`src/rtl/wred_pkg.sv`:
```
package wred_pkg;

   // fixed field widths
   localparam int ADDR_W = 32;
   localparam int SIZE_W = 8;
   localparam int CNT_W = 5;
   localparam logic [CNT_W-1:0] CNT_MAX = '1;

   // default number of interval cells
   localparam int TABLE_DEPTH_DEF = 16;

   // action codes
   localparam logic [1:0] ACT_WRITE = 2'd0;
   localparam logic [1:0] ACT_EXEC = 2'd1;
   localparam logic [1:0] ACT_OPCODE = 2'd2;

   // instruction classes
   localparam logic [1:0] CLS_PUSHAD = 2'd1;
   localparam logic [1:0] CLS_POPAD = 2'd2;
   localparam logic [1:0] CLS_JMP = 2'd3;

   // what a beat in the cell chain asks of each cell
   typedef enum logic [1:0] {
      BEAT_WRITE = 2'd0,
      BEAT_EXEC = 2'd1,
      BEAT_FILL = 2'd2
   } kind_type;

   // one beat handed from cell to cell
   typedef struct packed {
      logic present;
      kind_type kind;
      logic [ADDR_W-1:0] first_addr;
      logic [ADDR_W-1:0] last_addr;
      logic found;
      logic [CNT_W-1:0] count;
   } beat_type;

endpackage

```
`src/rtl/wred_cell.sv`:
```
module wred_cell (
   input  logic clock,
   input  logic reset,
   input  wred_pkg::beat_type beat_in,
   output wred_pkg::beat_type beat_out
);

   logic [wred_pkg::ADDR_W-1:0] low_ff, low_in;
   logic [wred_pkg::ADDR_W-1:0] high_ff, high_in;
   logic valid_ff, valid_in;
   wred_pkg::beat_type beat_ff, beat_in_nxt;

   logic ge_lo_s, le_hi_s, ge_lo_e, le_hi_e;
   logic hit_s, hit_e;

   // interval compares against both ends of the beat
   always_comb begin
      ge_lo_s = beat_in.first_addr >= low_ff;
      le_hi_s = beat_in.first_addr <= high_ff;
      ge_lo_e = beat_in.last_addr >= low_ff;
      le_hi_e = beat_in.last_addr <= high_ff;
      hit_s = valid_ff && ge_lo_s && le_hi_s;
      hit_e = valid_ff && ge_lo_e && le_hi_e;
   end

   // interval update and beat hand-off
   always_comb begin
      low_in = low_ff;
      high_in = high_ff;
      valid_in = valid_ff;
      beat_in_nxt = beat_in;
      if (beat_in.present) begin
         case (beat_in.kind)
            wred_pkg::BEAT_WRITE: begin
               // widen upward when start is inside, downward when the end is
               if (hit_s && !le_hi_e) begin
                  high_in = beat_in.last_addr;
               end
               if ((hit_s || hit_e) && !ge_lo_s) begin
                  low_in = beat_in.first_addr;
               end
               beat_in_nxt.found = beat_in.found | hit_s | hit_e;
            end
            wred_pkg::BEAT_EXEC: begin
               if (hit_s && beat_in.count != wred_pkg::CNT_MAX) begin
                  beat_in_nxt.count = beat_in.count + wred_pkg::CNT_W'(1);
               end
            end
            wred_pkg::BEAT_FILL: begin
               // first free cell takes the new interval
               if (!beat_in.found && !valid_ff) begin
                  low_in = beat_in.first_addr;
                  high_in = beat_in.last_addr;
                  valid_in = 1'b1;
                  beat_in_nxt.found = 1'b1;
               end
            end
            default: begin
               beat_in_nxt = beat_in;
            end
         endcase
      end
   end

   // interval bounds
   always_ff @(posedge clock) begin
      low_ff <= low_in;
      high_ff <= high_in;
   end

   // control state and the beat handed on
   always_ff @(posedge clock) begin
      if (reset) begin
         valid_ff <= 1'b0;
         beat_ff <= '0;
      end else begin
         valid_ff <= valid_in;
         beat_ff <= beat_in_nxt;
      end
   end

   assign beat_out = beat_ff;

endmodule
```
`config.mk`:
```
export PLATFORM = sky130hd
export DESIGN_NAME = wred_cell
export DESIGN_NICKNAME = d
export VERILOG_FILES = /design/src/rtl/wred_pkg.sv /design/src/rtl/wred_cell.sv
export SDC_FILE = /design/constraint.sdc
export NUM_CORES = 1
export LEC_CHECK = 0
export BUFFER_PORTS_ARGS = -buffer_cell sky130_fd_sc_hd__buf_4
export CAP_MARGIN = 5
export CORE_AREA = 3 3 118 120
export CTS_CLUSTER_DIAMETER = 120
export DETAILED_ROUTE_END_ITERATION = 10
export DIE_AREA = 0 0 121 123
export PLACE_DENSITY_LB_ADDON = 0.25
export RECOVER_POWER = 50
export SLEW_MARGIN = 15
export SYNTH_ARGS = -nofsm -noshare
export SYNTH_HDL_FRONTEND = slang
export SYNTH_SLANG_ARGS = --single-unit
```
`constraint.sdc`:
```
create_clock -name clock -period 6 [get_ports clock]
set_clock_uncertainty 0.1 [all_clocks]
set_input_delay 0.3 -clock clock [delete_from_list [all_inputs] [get_ports clock]]
set_output_delay 0.3 -clock clock [all_outputs]
set_load 0.01 [all_outputs]
```
==> run summary <==
The run finished, with violations left. The checks that failed: capacitance limit, slew limit. For the power spent charging and discharging nets, the log shows 557 uW. After synthesis, the cell types taking the most area are sky130_fd_sc_hd__edfxtp_1, sky130_fd_sc_hd__ha_1, sky130_fd_sc_hd__dfxtp_1. Once layout is complete, the cells apart from fillers number 1050. Setup total negative slack on the finished layout was measured at 0 ns.

The number of buffers and inverters on the critical path is 2. The pin count of the biggest net entering global routing came out at 80. The fraction of the mapped netlist area in compound gates is 0.0910.

The initial antenna violation count was 0. The post-synthesis share of cell area spent on and, or, nand and nor gates is 0.150, and the top-area cell type share of the netlist area is 0.272. Via count of the first global-routing pass: 5890. By area, the combinational part of the netlist is dominated by adder cells.

For this design, the sink count on the clock tree is 138. The cell family with the largest share of critical-path delay was compound AO/OA/AOI/OAI gates. In this run the worst hold path is classified as in -> reg.

The placed wire-length estimate is 13.2 mm, and the maximum resistive drop on vdd is 0.185 mV. For this block, the routed nets add up to 17.9 mm of wire. The final critical-path share of the clock period works out to 0.667.

The largest area contributor in the synthesized netlist was sky130_fd_sc_hd__edfxtp_1. The path with the worst hold slack has its endpoint at beat_out[72]$_SDFF_PP0_. The net count reported at finish is 1068. The run gives 2 as the maximum buffer depth of the clock tree.

The most common cell in the synthesized netlist is sky130_fd_sc_hd__ha_1. The worst setup path is captured at a flop. The tools report the relative contribution of combinational cells to total power as 0.143. The run gives 640 as the synthesized instance count. The internal power of the cells totals 1760 uW. The depth of the CTS H-tree was 4; the post-synthesis mux area share was 0.00814.

After detailed routing, the average wire length per cell comes to 17.0 um. The area growth from synthesis to layout is 31.7%. The xor/xnor share of the synthesized area came out at 0.

Setup repair after global routing left no endpoint under its margin. Reported max-cap violation count: 1. In this run, distinct cell masters in the synthesized netlist total 47.

Post-synthesis async set-or-reset flop share: 0. The time the worst path needs with I/O delays and setup is 4.00 ns, and the number of failing hold endpoints at the final stage is 0. In this run the core area contains 42 standard-cell rows. The post-synthesis adder-cell area fraction is 0.230. End of the worst register-to-register path: high_ff[10]$_DFFE_PP_. Clock tree synthesis inserted a total of 17 buffers. The worst-skew pair later-pin latency came out at 0.42 ns. The cell at the root of the clock tree is sky130_fd_sc_hd__clkbuf_16.

Initial core utilization: 0.540. The detail route stage leaves a number of antenna-violating nets equal to 0. After layout, the worst setup slack is 2.00 ns.

For the worst setup path, the data required time is 5.94 ns. The startpoint identified for the worst register-to-register timing path is high_ff[11]$_DFFE_PP_. The logs give 80 for the max-slew violation count and 0.481 for the register area share after synthesis.

For the cell area after synthesis, the log shows 0.00707 sq mm. The signal on the critical path passes through dlygate4sd3_1 -> clkbuf_1 -> ha_1 -> a21oi_1 -> o21ai_0 -> or3_1 -> or4_1 -> a22o_2 -> or3_1 -> a21oi_4. Including well taps, the total number of placed cells is 956. Routability-driven placement finished with a final weighted congestion of 0.919. Power spread over the standard cell area amounts to 249 mW/mm^2.

TritonCTS built the clock tree. Using the TritonRoute via totals, the vias-per-cell ratio works out to 5.33. The placement-stage worst setup slack is 2.15 ns. The remaining max-slew budget at the tightest pin was -1.25. Yosys mapped a number of flops with a built-in enable equal to 64.

The clock input transition at the sequential cells of the worst setup and hold paths works out to 0.05 ns. The startpoint kind of the worst setup timing path was a primary input. The first detailed-routing pass took 5 iterations.

For this run, the leading register cell type out of synthesis is sky130_fd_sc_hd__dfxtp_1. Static timing analysis puts the maximum clock frequency at 250 MHz. The clock network fraction of total power was 0.408; the setup slack of the worst register-to-register path was 2.21 ns. After synthesis, the most frequently instantiated cells are sky130_fd_sc_hd__ha_1, sky130_fd_sc_hd__dfxtp_1, sky130_fd_sc_hd__nor2b_1.

The first global-routing pass estimated 28.3 mm of wire. For this design, the slowest cell found on the critical path is sky130_fd_sc_hd__a21oi_4. The tools report the count of endpoints failing setup in the final report as 0. The die covers 0.0149 sq mm. The maximum fanout along the worst path came out at 32.

Buffers added to address setup during post-CTS repair amount to 0. The switching power share of the total came out at 0.240. The total overflow left after global routing is 0. The share of layout cells above drive strength 1 is 0.130, and the pin slew with the least headroom to its limit is 3.37 ns. Each instance of the synthesized netlist takes up on average 11.0 sq um. The region available for standard cell placement spans 0.0131 sq mm. The run gives 268 as the DRC marker count from the first detailed-route iteration. 148 I/O pins were placed. The worst hold path depth was 2. The repair_antennas step left the layout with diodes totalling 0. The yosys synthesis warning count is 0. In this run, synthesis produced a sequential element count of 138.

For the net count after synthesis, the log shows 845. The delay of the slowest critical-path stage came out at 0.87 ns. Detailed routing inserted a total of 5595 vias. The tools report the startpoint of the lowest-slack hold path as beat_in[72]. Global-route total usage across every layer: 0.245. For this run, design rule violations remaining after detail routing come to 0. The logs give 0.711 for the core utilization of the finished layout and 0.449 for the register share of total power. The worst reg-to-reg path cell count is 9, and the number of buffers added on ports is 147. The run gives 0.00417 uW as the leakage power. The startpoint-to-endpoint class of the critical path was in -> reg.

The hold slack was 0.0570 ns; the die span in x was 121 um. In this design, the critical path's most frequently occurring cell is sky130_fd_sc_hd__or3_1. The die is 123 um tall. The run gives 3.94 ns as the worst path arrival time.
==> power by group through the flow <==
stage / clock network [uW] / registers, uW / logic, uW
2_1_floorplan: 0 / 1070 / 144
3_3_place_gp: 0 / 1060 / 300
3_5_place_dp: 0 / 1060 / 314
4_1_cts: 955 / 1040 / 350
5_1_grt: 996 / 1050 / 370
6_report: 945 / 1040 / 331
==> stage by stage <==
| stage | area [sq um] | power (uW) |
|---|---|---|
| 2_1_floorplan | 7070 | 1220 |
| 3_3_place_gp | 8390 | 1360 |
| 3_5_place_dp | 8390 | 1380 |
| 4_1_cts | 9560 | 2350 |
| 5_1_grt | 9310 | 2410 |
| 6_report | 9310 | 2320 |
==> what timing repair did <==
item	in CTS	in global routing
endpoints found under the hold margin	64	0
resized for setup	0	0
hold buffers	64	0
==> worst max path at each step <==
stage	depth (start not counted)	endpoint	slack (ns)	start
floorplan	9	high_ff[0]$_DFFE_PP_	1.65	high_ff[13]$_DFFE_PP_
global placement	9	high_ff[11]$_DFFE_PP_	2.20	beat_in[51]
detailed placement	9	high_ff[1]$_DFFE_PP_	2.15	beat_in[51]
CTS	10	high_ff[18]$_DFFE_PP_	2.04	beat_in[51]
global route	10	high_ff[6]$_DFFE_PP_	1.78	beat_in[47]
finish	10	high_ff[10]$_DFFE_PP_	2.00	beat_in[51]
==> layer usage <==
metal	routed length, um	global-route usage
met1	7170	0.278
met2	9160	0.439
met3	1040	0.0604
met4	503	0.105
met5	0	0
==> placed cells by master (no fill, tap or decap), drive strengths merged, types with 2 or more instances in the layout <==
cell         instances
o211ai               4
edfxtp              64
nand4               17
nor2                17
dfxtp               74
nand3               17
a21boi               3
inv                 66
a221oi               3
nand2b               7
clkbuf              98
o21ai               19
nor2b               72
dlygate4sd3         64
buf                 78
a21oi               49
a21o                 8
nand2               35
nor3b                2
a211oi               3
a221o                4
nor4                 4
and4                 6
and3                 2
mux2                 3
or3                  3
ha                 130
nor3                 3
mux2i                2
==> kinds of logic after synthesis <==
family	after synthesis
AND/OR/NAND/NOR	189
multiplexers	5
adder cells (fa/ha/maj)	130
buffers and inverters	74
AO/OA/AOI/OAI	104
flip-flops	138
==> state kept, by name (all words and copies together) (netlist names) <==
| register | flops |
|---|---|
| valid_ff | 1 |
| low_ff | 32 |
| high_ff | 32 |
| beat_out | 73 |
==> final cells by class <==
class / instances / area [sq um]
sequential: 138 / 3400
fill: 1004 / 3780
tap: 176 / 220
timing repair buffer: 212 / 1500
clock inverter: 2 / 12.5
inverter: 66 / 248
clock buffer: 28 / 517
multi-input combinational: 428 / 3410
Power figures use the tool's default switching activity.
